<file path="src/hw/rtl/tsnb_pkg.sv">
`default_nettype none
// ----------------------------------------------------------------------------
// tsnb_pkg
// Shared types and constants of the nearest/bilinear texture sampler.
// ----------------------------------------------------------------------------
package tsnb_pkg;

  // Field widths fixed by the interface
  localparam int PIX_COORD_W = 6;
  localparam int PIXEL_W     = 32;
  localparam int COORD_W     = 16;
  localparam int SIZE_W      = 7;
  localparam int CHAN_W      = 8;
  localparam int NUM_CHAN    = 4;
  localparam int CFG_IDX_W   = 1;

  // Product of a Q0.16 coordinate and an image size
  localparam int POS_W = COORD_W + SIZE_W;

  localparam logic [SIZE_W-1:0] SIZE_RESET = 7'd64;

  // Input item action codes
  localparam logic ACT_WRITE  = 1'b0;
  localparam logic ACT_SAMPLE = 1'b1;

  // Sample mode codes
  localparam logic MODE_NEAREST  = 1'b0;
  localparam logic MODE_BILINEAR = 1'b1;

  // Configuration register indexes
  localparam logic [CFG_IDX_W-1:0] CFG_IMAGE_WIDTH  = 1'b0;
  localparam logic [CFG_IDX_W-1:0] CFG_IMAGE_HEIGHT = 1'b1;

  // Corner of the 2x2 footprint: bit 1 selects the right column, bit 0 the lower row
  typedef enum logic [1:0] {
    CORNER_00 = 2'b00,
    CORNER_01 = 2'b01,
    CORNER_10 = 2'b10,
    CORNER_11 = 2'b11
  } corner_t;

  typedef enum logic [2:0] {
    ST_IDLE,
    ST_INDEX,
    ST_READ0,
    ST_READ1,
    ST_READ2,
    ST_READ3,
    ST_LAST,
    ST_NEAR
  } state_t;

  typedef struct packed {
    logic    capture;     // latch sample coordinates
    logic    write;       // store the pixel on the input ports
    logic    calc_idx;    // derive texel indexes and fractions
    logic    wgt_load;    // form the four bilinear weights
    logic    rd_en;
    corner_t rd_corner;
    logic    acc_en;
    logic    acc_clear;
    corner_t acc_corner;  // corner whose texel sits in the read register
    logic    out_near;
    logic    out_bilin;
  } cmd_t;

  typedef struct packed {
    logic bilinear;
  } status_t;

endpackage
`default_nettype wire

</file>
<file path="src/hw/rtl/tsnb_ctrl.sv">
`default_nettype none
// ----------------------------------------------------------------------------
// tsnb_ctrl
// Sequencer: accepts commands and steps the datapath through index
// calculation, texel reads and blending.
// ----------------------------------------------------------------------------
module tsnb_ctrl (
  input  wire logic             clk,
  input  wire logic             rst_n,
  input  wire logic             start,
  input  wire logic             in_action,
  input  wire tsnb_pkg::status_t status,
  output logic                  busy,
  output tsnb_pkg::cmd_t        cmd
);
  import tsnb_pkg::*;

  state_t state_r, state_nxt;

  always_ff @(posedge clk) begin
    if (!rst_n) begin
      state_r <= ST_IDLE;
    end else begin
      state_r <= state_nxt;
    end
  end

  always_comb begin
    state_nxt = state_r;
    cmd       = '0;
    busy      = 1'b1;
    case (state_r)
      ST_IDLE: begin
        busy = 1'b0;
        if (start) begin
          if (in_action == ACT_SAMPLE) begin
            cmd.capture = 1'b1;
            state_nxt   = ST_INDEX;
          end else begin
            cmd.write = 1'b1;
          end
        end
      end
      ST_INDEX: begin
        cmd.calc_idx = 1'b1;
        state_nxt    = ST_READ0;
      end
      ST_READ0: begin
        cmd.rd_en     = 1'b1;
        cmd.rd_corner = CORNER_00;
        cmd.wgt_load  = 1'b1;
        state_nxt     = status.bilinear ? ST_READ1 : ST_NEAR;
      end
      ST_NEAR: begin
        cmd.out_near = 1'b1;
        state_nxt    = ST_IDLE;
      end
      ST_READ1: begin
        cmd.rd_en      = 1'b1;
        cmd.rd_corner  = CORNER_01;
        cmd.acc_en     = 1'b1;
        cmd.acc_clear  = 1'b1;
        cmd.acc_corner = CORNER_00;
        state_nxt      = ST_READ2;
      end
      ST_READ2: begin
        cmd.rd_en      = 1'b1;
        cmd.rd_corner  = CORNER_10;
        cmd.acc_en     = 1'b1;
        cmd.acc_corner = CORNER_01;
        state_nxt      = ST_READ3;
      end
      ST_READ3: begin
        cmd.rd_en      = 1'b1;
        cmd.rd_corner  = CORNER_11;
        cmd.acc_en     = 1'b1;
        cmd.acc_corner = CORNER_10;
        state_nxt      = ST_LAST;
      end
      ST_LAST: begin
        cmd.acc_corner = CORNER_11;
        cmd.out_bilin  = 1'b1;
        state_nxt      = ST_IDLE;
      end
      default: begin
        state_nxt = ST_IDLE;
      end
    endcase
  end

endmodule
`default_nettype wire

</file>
<file path="config.mk">
export PLATFORM = sky130hd
export DESIGN_NAME = tsnb_ctrl
export DESIGN_NICKNAME = d
export VERILOG_FILES = /design/src/hw/rtl/tsnb_pkg.sv /design/src/hw/rtl/tsnb_ctrl.sv
export SDC_FILE = /design/constraint.sdc
export NUM_CORES = 1
export LEC_CHECK = 0
export ABC_AREA = 1
export BUFFER_PORTS_ARGS = -buffer_cell sky130_fd_sc_hd__clkbuf_2
export CORE_AREA = 2 2 39 41
export CTS_BUF_LIST = sky130_fd_sc_hd__clkbuf_4 sky130_fd_sc_hd__clkbuf_8
export CTS_CLUSTER_DIAMETER = 50
export CTS_CLUSTER_SIZE = 20
export DETAILED_ROUTE_END_ITERATION = 10
export DIE_AREA = 0 0 41 43
export PLACE_DENSITY = 0.37
export SYNTH_ARGS = -nofsm -noshare
export SYNTH_HDL_FRONTEND = slang
export SYNTH_SLANG_ARGS = --single-unit
</file>
<file path="constraint.sdc">
create_clock -name clk -period 1.2 [get_ports clk]
set_input_delay 0.12 -clock clk [delete_from_list [all_inputs] [get_ports clk]]
set_output_delay 0.12 -clock clk [all_outputs]
set_load 0.1 [all_outputs]
</file>
# After elaboration in Yosys (flattened, before gate mapping)
# Cells that the tools add are included.
dict set report word_totals {
  word_cells 31
  register_bits 3
  out_inout_bits 14
}
dict set report op_classes {
  n_eq_ne 9
  mux 17
  reduce_logical 4
}
# op n
set ops {}
lappend ops {{3-bit case mux with 7 select lines} 1}
lappend ops {{3-bit equality test (second input constant)} 4}
lappend ops {{3-bit case mux with 4 select lines} 1}
lappend ops {{1-bit two-way mux} 9}
lappend ops {{3-bit two-way mux} 3}
lappend ops {{3-bit by 2-bit equality test with 1-bit output (second input constant)} 2}
lappend ops {{2-bit case mux with 3 select lines} 1}
lappend ops {{2-bit two-way mux} 2}
lappend ops {{2-bit != test (second input constant)} 2}
lappend ops {{3-bit by 1-bit equality test with 1-bit output (second input constant)} 1}
lappend ops {{3-bit zero test} 1}
lappend ops {{3-bit OR reduction} 1}
lappend ops {{2-bit AND reduction} 1}
lappend ops {{2-bit OR reduction} 1}

# Logic depth before layout (Yosys ltp)
# Gate-level depths: netlist of the first run.
dict set report depth {
  ltp_word 3
  depth_mapped 5
  ltp_nobuf 5
}

# Least setup slack after synthesis of the first run
# OpenSTA, ideal clock, no wires.
dict set report synth_path {
  path_type {register -> output}
  start {register state_r[2]}
  end {output cmd[11] (netlist bit)}
  required_ps 1080
  path_slack_ps -2244
  path_buffers 0
  path_stages_with_launch 4
  t_arrival_ps 3324
  cell_sequence {dfxtp_1 inv_2 nand3_2 nor3b_1}
}
# element line_no
set synth_lines {}
lappend synth_lines {{start: declaration} tsnb_ctrl.sv:18} ;# state_t state_r, state_nxt;
lappend synth_lines {{start signal: assignment} tsnb_ctrl.sv:24} ;# state_r <= state_nxt;
lappend synth_lines {{end: declaration} tsnb_ctrl.sv:14} ;# output tsnb_pkg::cmd_t cmd

==> results of run 1 <==
cells by family after synthesis:
family          Yosys count  synth area share
buf+inv                   7             0.124
flops                     3             0.282
simple gates             23             0.547
compound gates            2            0.0470
layout make-up:
type                    count  area [um2]  area share
repair buffers             31         405       0.502
multi-input cells          25         229       0.284
flip-flops and latches      3        71.3      0.0884
inverters                   7        51.3      0.0636
clock buffers               4        30.0      0.0372
well taps                  16        20.0      0.0248
worst max-delay path, delay by kind of cell, from the launching register on:
| family | cells | cell delay [ps] |
|---|---|---|
| AOI/OAI and AO/OA | 1 | 140 |
| buffers and inverters | 3 | 400 |
| DFF | 1 | 360 |
| and+or+nand+nor | 1 | 80 |
metrics by stage:
| step | instance area (um2) | hold slack, ps | util | cells | TNS, ps |
|---|---|---|---|---|---|
| after floorplan | 307 | 264 | - | 35 | -4100 |
| after global placement | 694 | 367 | 0.502 | 78 | 0 |
| after detailed placement | 694 | 370 | 0.502 | 78 | 0 |
| after CTS | 783 | 123 | 0.566 | 85 | -1300 |
| after global routing | 807 | 149 | 0.583 | 86 | -1850 |
| final | 807 | 126 | 0.583 | 86 | -1110 |
cell usage after synthesis:
cell     instances  area [um2]
nor2_1           7        26.3
nand4_1          1        6.26
nand3_2          2        20.0
o21ai_1          1        5.00
inv_2            3        11.3
nand3_1          4        20.0
a21oi_1          1        5.00
nand2_1          5        18.8
nor2_2           2        12.5
nor3_1           1        5.00
nor3b_1          1        7.51
dfxtp_1          3        60.1
inv_1            4        15.0
power groups by stage:
stage | clock [W] | combinational (W) | sequential, W
2_1_floorplan | 0 | 0.000643 | 0.000143
3_3_place_gp | 0 | 0.000997 | 0.000142
3_5_place_dp | 0 | 0.000998 | 0.000143
4_1_cts | 0.000207 | 0.00105 | 0.000154
5_1_grt | 0.000221 | 0.00110 | 0.000163
6_report | 0.000200 | 0.00106 | 0.000162
path summary, 6_finish.rpt:
kind / depth (start not counted) / slack (ps) / endpoint
setup / recovery: 5 / -130 / cmd[3]
hold / removal: 3 / 130 / state_r[1]$_SDFFE_PN0P_
setup reg to reg: 6 / 190 / state_r[2]$_SDFFE_PN0P_
hold reg to reg: 3 / 640 / state_r[1]$_SDFFE_PN0P_
placed cells by master (no fill, tap or decap):
master      Yosys  routed
clkbuf_2        0       4
inv_6           0       2
nor2_4          0       3
inv_8           0       1
nor3_2          0       1
nor2_2          2       2
nor2_1          7       4
nor3b_4         0       1
nand3_4         0       3
buf_12          0      14
nand2_4         0       1
buf_6           0       2
clkbuf_4        0       4
inv_2           3       1
nand2_1         5       3
o21ai_4         0       1
dfxtp_4         0       3
nand4_1         1       1
buf_4           0      11
inv_1           4       1
nand2_2         0       1
nand3_2         2       3
clkinvlp_4      0       2
a21oi_1         1       1
metal layers:
| layer | GRT usage | wire [um] | up-vias |
|---|---|---|---|
| met1 | 0.121 | 269 | 146 |
| li1 | - | - | 186 |
| met4 | 0.0800 | 34 | 0 |
| met3 | 0.0157 | 27 | 4 |
| met2 | 0.191 | 446 | 11 |
| met5 | 0 | 0 | - |
timing repair:
action | CTS | global route
gates resized for setup | 10 | 4
buffers inserted | 3 | 1
pin swaps | 4 | 2
setup endpoints to repair | 13 | 14
==> impl_metrics.toml, run 1 <==
[layout]
biggestRegsByFlops = "state_r (3)"
antenna_cells = 0
syn_to_final_growth_pct = 279
registers.top_by_ff_count = "state_r"
num-fill-cells = 126
largest_register_ffs = 3
drive_gt1_frac = 0.857
nNetsFinal = 76

[pwr]
vdd_drop_max_uv = 757
p_comb_frac = 0.745
intPower_w = 0.000655
power_frac_seq = 0.114
power_w = 0.00142
p_clk_frac = 0.141
total_leakage_power_nw = 0.349
swShare = 0.539
p_sw_w = 0.000765
p_per_area_mw_per_mm2 = 1760

[worst_setup_path]
worstSetupPathType = "reg2out"
crit_chain = "buf_4, nor2_4, inv_2, o21ai_4, buf_12"
critPathMaxFanout = 4
r2r_start = "state_r[2]$_SDFFE_PN0P_"
startpoint = "state_r[0]$_SDFFE_PN0P_"
crit_arrival_ps = 1210
endpoint_kind = "primary output"
start_kind = "flop"
crit_required_ps = 1080
slowest_delay_ps = 360
cpMaxStageDelayCell = "dfxtp_4"

[sta]
layout_min_cycle_time_ps = 1330
fmax_mhz = 753
worst_pin_slew_ps = 219
slew_violations = 0
layout_setup_ws_ps = -128
max-slew-margin-rel = 0.853
finalHoldViolations = 0
rsz0062_at_grt = "true"
period_share = 1.11
clock_skew_ps = 2.83
setup_viol = 14

[clock_tree]
clock_latency_ps = 230
cts_buffers = 3
cts_sinks = 3
clkTransAtPathRegs_ps = 40
h-tree-depth = 1
cts-root-buf = "clkbuf_4"
cts_buffer_depth = 2
cts_hold_buf = 0
cts_tree = "yes"

[grt]
grt_pass1_vias = 360
grt_max_degree = 7
grt_pass1_wl_mm = 1.38
grt_overflow = 0
grt_usage = 0.114
antenna_found_initial = 0

[placed_design]
hpwl_um = 608
portBuffers = 18
pre_cts_ws_ps = 59.1
gp_congestion = 0.692

[synthesis]
yosysSeqAreaShare = 0.282
synth-seq-cells = 3
avgSynthCellArea_um2 = 6.08
netlist_area_um2 = 213
ys_types = 13
ys_warn_count = 0
syn_inst = 35
synth.net_count = 40

[detailed_routing]
first_pass_iters = 2
totalWireLength_um = 777
drtIter0Drc = 1
vias_per_cell = 4.03
drt-wirelength-per-cell_um = 9.03
postRouteAntennaNets = 0
vias = 347
drc = 0

[run_status]
violations = "setup timing"
status = "finished, violations left"

[min_path]
hp-start = "rst_n"
hold_path.class = "in2reg"

[floorplanning]
die_w_um = 41
start_util = 0.154
io_pins = 19
die-area_mm2 = 0.00176
die_h_um = 43
num_rows = 14
design.core.area_mm2 = 0.00138

[job]
drv_cap = 0
Note: power is estimated with default switching activity, not from simulation.
==> inputs of run 2 (changes only) <==
- ABC_AREA: 1 -> not set
- PLACE_DENSITY: 0.37 -> 0.38
- SKIP_CTS_REPAIR_TIMING: not set -> 1
==> impl_metrics.toml, run 2 <==
[run_status]
status = "finished, violations left"
violations = "setup timing"

[worst_setup_path]
crit_required_ps = 1080
start_kind = "flop"
crit_arrival_ps = 1220
worstSetupPathType = "reg2out"
endpoint_kind = "primary output"
critPathMaxFanout = 7

[placed_design]
placedInstanceArea_um2 = 657
gp_congestion = 0.723
portBuffers = 18
hpwl_um = 571

[layout]
num-fill-cells = 131
drive_gt1_frac = 0.869
registers.top_by_ff_count = "state_r"
final_common_cell = "buf_12"
nNetsFinal = 67
fin_area_um2 = 747
syn_to_final_growth_pct = 226
antenna_cells = 0
biggestRegsByFlops = "state_r (3)"
final_cell_mix = "14 x buf_12, 6 x buf_4, 4 x nor2b_4, 4 x clkbuf_4, 4 x clkbuf_2"
largest_register_ffs = 3

[synthesis]
netlist.area_leader.share = 0.262
synth_edf_count = 0
yosysSeqAreaShare = 0.262
synth.net_count = 38
synthTopCellsByArea = "dfxtp_1 26%, nor2b_1 14%, nand2b_1 8.2%"
ys_warn_count = 0
ys_types = 16
avgSynthCellArea_um2 = 6.94
async_flop_share = 0
yosys.area.top_type = "dfxtp_1"
syn_inst = 33
ys.flop_type = "dfxtp_1"
netlist_area_um2 = 229
synth_most_common_cell = "nor2b_1"
synth-seq-cells = 3

[floorplanning]
num_rows = 14
die_h_um = 43
die_w_um = 41
die-area_mm2 = 0.00176
design.core.area_mm2 = 0.00138
io_pins = 19
start_util = 0.165

[sta]
period_share = 1.12
hold_slack_ps = 130
worst_pin_slew_ps = 222
rsz0062_at_grt = "true"
fmax_mhz = 747
clock_skew_ps = 0.256
slew_violations = 0
layout_setup_ws_ps = -139
layout_min_cycle_time_ps = 1340
finalHoldViolations = 0
setup_viol = 12
max-slew-margin-rel = 0.850
setup_tns_ps = -1100

[detailed_routing]
vias = 317
top_layer_used = "met4"
drtIter0Drc = 2
wl_met2_um = 378
postRouteAntennaNets = 0
met1Wirelength_um = 287
first_pass_iters = 2
routed-wl-met3_um = 31
drc = 0
drt-wirelength-per-cell_um = 9.17
vias_per_cell = 4.12
totalWireLength_um = 706

[min_path]
hold_path.class = "in2reg"

[clock_tree]
clkTransAtPathRegs_ps = 30
cts_buffers = 3
cts_buffer_depth = 2
cts_tree = "yes"
clock_latency_ps = 230
cts_sinks = 3
h-tree-depth = 1
cts-root-buf = "clkbuf_4"

[grt]
grt_pass1_vias = 300
grt_pass1_wl_mm = 1.09
grt_max_degree = 8
antenna_found_initial = 0
grt_usage = 0.0943
grt_overflow = 0

[pwr]
power_w = 0.000970
p_per_area_mw_per_mm2 = 1300
total_leakage_power_nw = 0.330
vdd_drop_max_uv = 909

[job]
drv_cap = 0
-- run 2: cell types whose count changed after synthesis, moves of 3 or more --
cell / previous run / this run
nor2b_1: 0 / 5
nor2_1: 7 / 3
inv_2: 3 / 0
nand2b_1: 0 / 3
nand3_1: 4 / 0
-- run 2: logic make-up (layout without fill, tap and decap cells) --
family          after synthesis  in the layout  share of synthesized area
compound gates                5              5                      0.153
buf+inv                       5             33                     0.0929
flops                         3              3                      0.262
simple gates                 20             20                      0.492
-- run 2: critical path, cell delays in order, from the launching register on --
cell	delay [ps]
dfxtp_4	390
nor2b_4	150
and2_4	160
nand2b_4	130
buf_12	160
-- run 2: metal layers --
metal | vias up | global-route usage
met1 | 140 | 0.106
met5 | - | 0
met4 | 0 | 0.0800
met2 | 12 | 0.131
met3 | 2 | 0.0366
li1 | 163 | -
-- run 2: final cells by class --
cell class                      count  area, um2  area share
Clock buffer                        4       30.0      0.0402
Sequential cell                     3       71.3      0.0955
Timing Repair Buffer               26        368       0.492
Tap cell                           16       20.0      0.0268
Multi-Input combinational cell     25        246       0.330
Inverter                            3       11.3      0.0151
-- run 2: power breakdown --
group | switching (W) | internal (W) | leakage, nW
sequential | 0.0000248 | 0.000111 | 0.0267
combinational | 0.000386 | 0.000254 | 0.285
clock | 0.0000468 | 0.000147 | 0.0184
total | 0.000458 | 0.000512 | 0.330
-- run 2: metrics by stage --
stage,setup slack [ps],util,cells
5_1_grt,-198,0.540,77
3_5_place_dp,5.91,0.475,72
4_1_cts,-242,0.496,76
6_report,-139,0.540,77
3_3_place_gp,9.47,0.475,72
2_1_floorplan,-235,-,33
-- run 2: path summary, 6_finish.rpt --
check / end / cells after the start / slack (ps) / start
worst max-delay path: cmd[5] / 4 / -140 / state_r[1]$_SDFFE_PN0P_
worst min-delay path: state_r[1]$_SDFFE_PN0P_ / 2 / 130 / rst_n
worst max register to register: state_r[1]$_SDFFE_PN0P_ / 3 / 270 / state_r[2]$_SDFFE_PN0P_
worst min register to register: state_r[0]$_SDFFE_PN0P_ / 2 / 600 / state_r[0]$_SDFFE_PN0P_
==> inputs of run 3 (changes only) <==
- PLACE_DENSITY: 0.38 -> not set
- PLACE_DENSITY_LB_ADDON: not set -> 0.08
- clock period: 1.2 -> 1.4 ns (I/O delays scaled with it)
==> impl_metrics.toml, run 3 (synthesized netlist as in run 2, its figures left out) <==
[run_status]
status = "finished, final reports clean"

[detailed_routing]
postRouteAntennaNets = 0
drtIter0Drc = 2
totalWireLength_um = 738
vias_per_cell = 4.21
vias = 307
drt-wirelength-per-cell_um = 10.1
drc = 0
first_pass_iters = 2

[sta]
max-slew-margin-rel = 0.847
period_share = 0.990
rsz0062_at_grt = "true"
layout_setup_ws_ps = 14.6
finalHoldViolations = 0
setup_viol = 0
slew_violations = 0
clock_skew_ps = 1.12
layout_min_cycle_time_ps = 1390
fmax_mhz = 722
worst_pin_slew_ps = 227

[worst_setup_path]
timing.reg2reg.setup_slack_ps = 440
crit_arrival_ps = 1250
crit_required_ps = 1260
crit_chain = "nor2b_2, and2_4, nand2b_4, buf_12"
slowest_delay_ps = 390
endpoint_kind = "primary output"
start_kind = "flop"
reg2reg_depth = 4
critPathMaxFanout = 9
r2r_start = "state_r[1]$_SDFFE_PN0P_"
r2r_end = "state_r[1]$_SDFFE_PN0P_"
cpMaxStageDelayCell = "dfxtp_4"
worstSetupPathType = "reg2out"

[layout]
biggestRegsByFlops = "state_r (3)"
antenna_cells = 0
fin_area_um2 = 689
nNetsFinal = 63
final_common_cell = "buf_12"
final_cell_mix = "14 x buf_12, 4 x nor2b_2, 4 x clkbuf_4, 4 x clkbuf_2, 4 x buf_4"
largest_register_ffs = 3
drive_gt1_frac = 0.825
syn_to_final_growth_pct = 201
registers.top_by_ff_count = "state_r"

[floorplanning]
die_w_um = 41
die-area_mm2 = 0.00176
design.core.area_mm2 = 0.00138
io_pins = 19
num_rows = 14
die_h_um = 43
start_util = 0.165

[clock_tree]
cts_buffers = 3
cts-root-buf = "clkbuf_4"
cts_sinks = 3
clock_latency_ps = 230
clkTransAtPathRegs_ps = 40
cts_tree = "yes"
h-tree-depth = 1
cts_buffer_depth = 2

[pwr]
power_w = 0.000803
p_per_area_mw_per_mm2 = 1160
vdd_drop_max_uv = 710
total_leakage_power_nw = 0.310

[grt]
grt_max_degree = 11
grt_usage = 0.106
grt_pass1_wl_mm = 1.24
grt_overflow = 0
antenna_found_initial = 0
grt_pass1_vias = 305

[placed_design]
pre_cts_ws_ps = 118
portBuffers = 18
gp_congestion = 0.747
placedInstanceArea_um2 = 604
hpwl_um = 559

[min_path]
holdPathEnd = "state_r[1]$_SDFFE_PN0P_"
hp-start = "rst_n"
hold_path.class = "in2reg"
hold_depth = 2

[job]
drv_cap = 0
==> run 3: cell types whose count changed in the layout (fill, tap and decap cells not counted), sizes merged <==
cell	previous run	this run
buf	22	18
==> run 3: layout make-up <==
cell class                 instances  area [um2]
clock buffer                       4        30.0
tap                               16        20.0
timing repair buffer              22         330
inverter                           3        11.3
fill                             127         694
multi-input combinational         25         226
sequential                         3        71.3
==> run 3: worst max-delay path, delay by kind of cell (launching register included) <==
kind                   cells  cell delay [ps]
buffers and inverters      1              170
flip-flops                 1              390
AND/OR/NAND/NOR            3              450
==> run 3: how the worst max path moves through the flow <==
stage                                        from       to  slack [ps]  cells after the start
final                     state_r[1]$_SDFFE_PN0P_   cmd[5]          10                      4
after global routing      state_r[1]$_SDFFE_PN0P_   cmd[5]         -20                      4
after detailed placement  state_r[1]$_SDFFE_PN0P_  cmd[11]         120                      4
after CTS                 state_r[1]$_SDFFE_PN0P_  cmd[11]        -140                      4
after floorplan           state_r[0]$_SDFFE_PN0P_  cmd[10]        -290                      3
after global placement    state_r[2]$_SDFFE_PN0P_   cmd[5]         120                      4
==> run 3: power breakdown <==
group | leakage, nW | total [W] | internal, W | switching, W
sequential | 0.0267 | 0.000118 | 0.0000952 | 0.0000230
combinational | 0.265 | 0.000513 | 0.000194 | 0.000319
clock | 0.0184 | 0.000172 | 0.000126 | 0.0000459
==> run 3: through the flow <==
step / setup TNS (ps) / hold WS (ps) / cells / util
after floorplan: -1170 / 258 / 33 / -
after global placement: 0 / 394 / 67 / 0.437
after detailed placement: 0 / 413 / 67 / 0.437
after CTS: -565 / 172 / 71 / 0.458
after global routing: -66.7 / 176 / 73 / 0.498
final: 0 / 164 / 73 / 0.498
==> run 3: layer usage <==
| metal | up-vias | GRT usage | wire length, um |
|---|---|---|---|
| met5 | - | 0 | 0 |
| met4 | 0 | 0.0800 | 11 |
| met3 | 2 | 0.0314 | 35 |
| met2 | 15 | 0.141 | 378 |
| met1 | 136 | 0.137 | 312 |
| li1 | 154 | - | - |
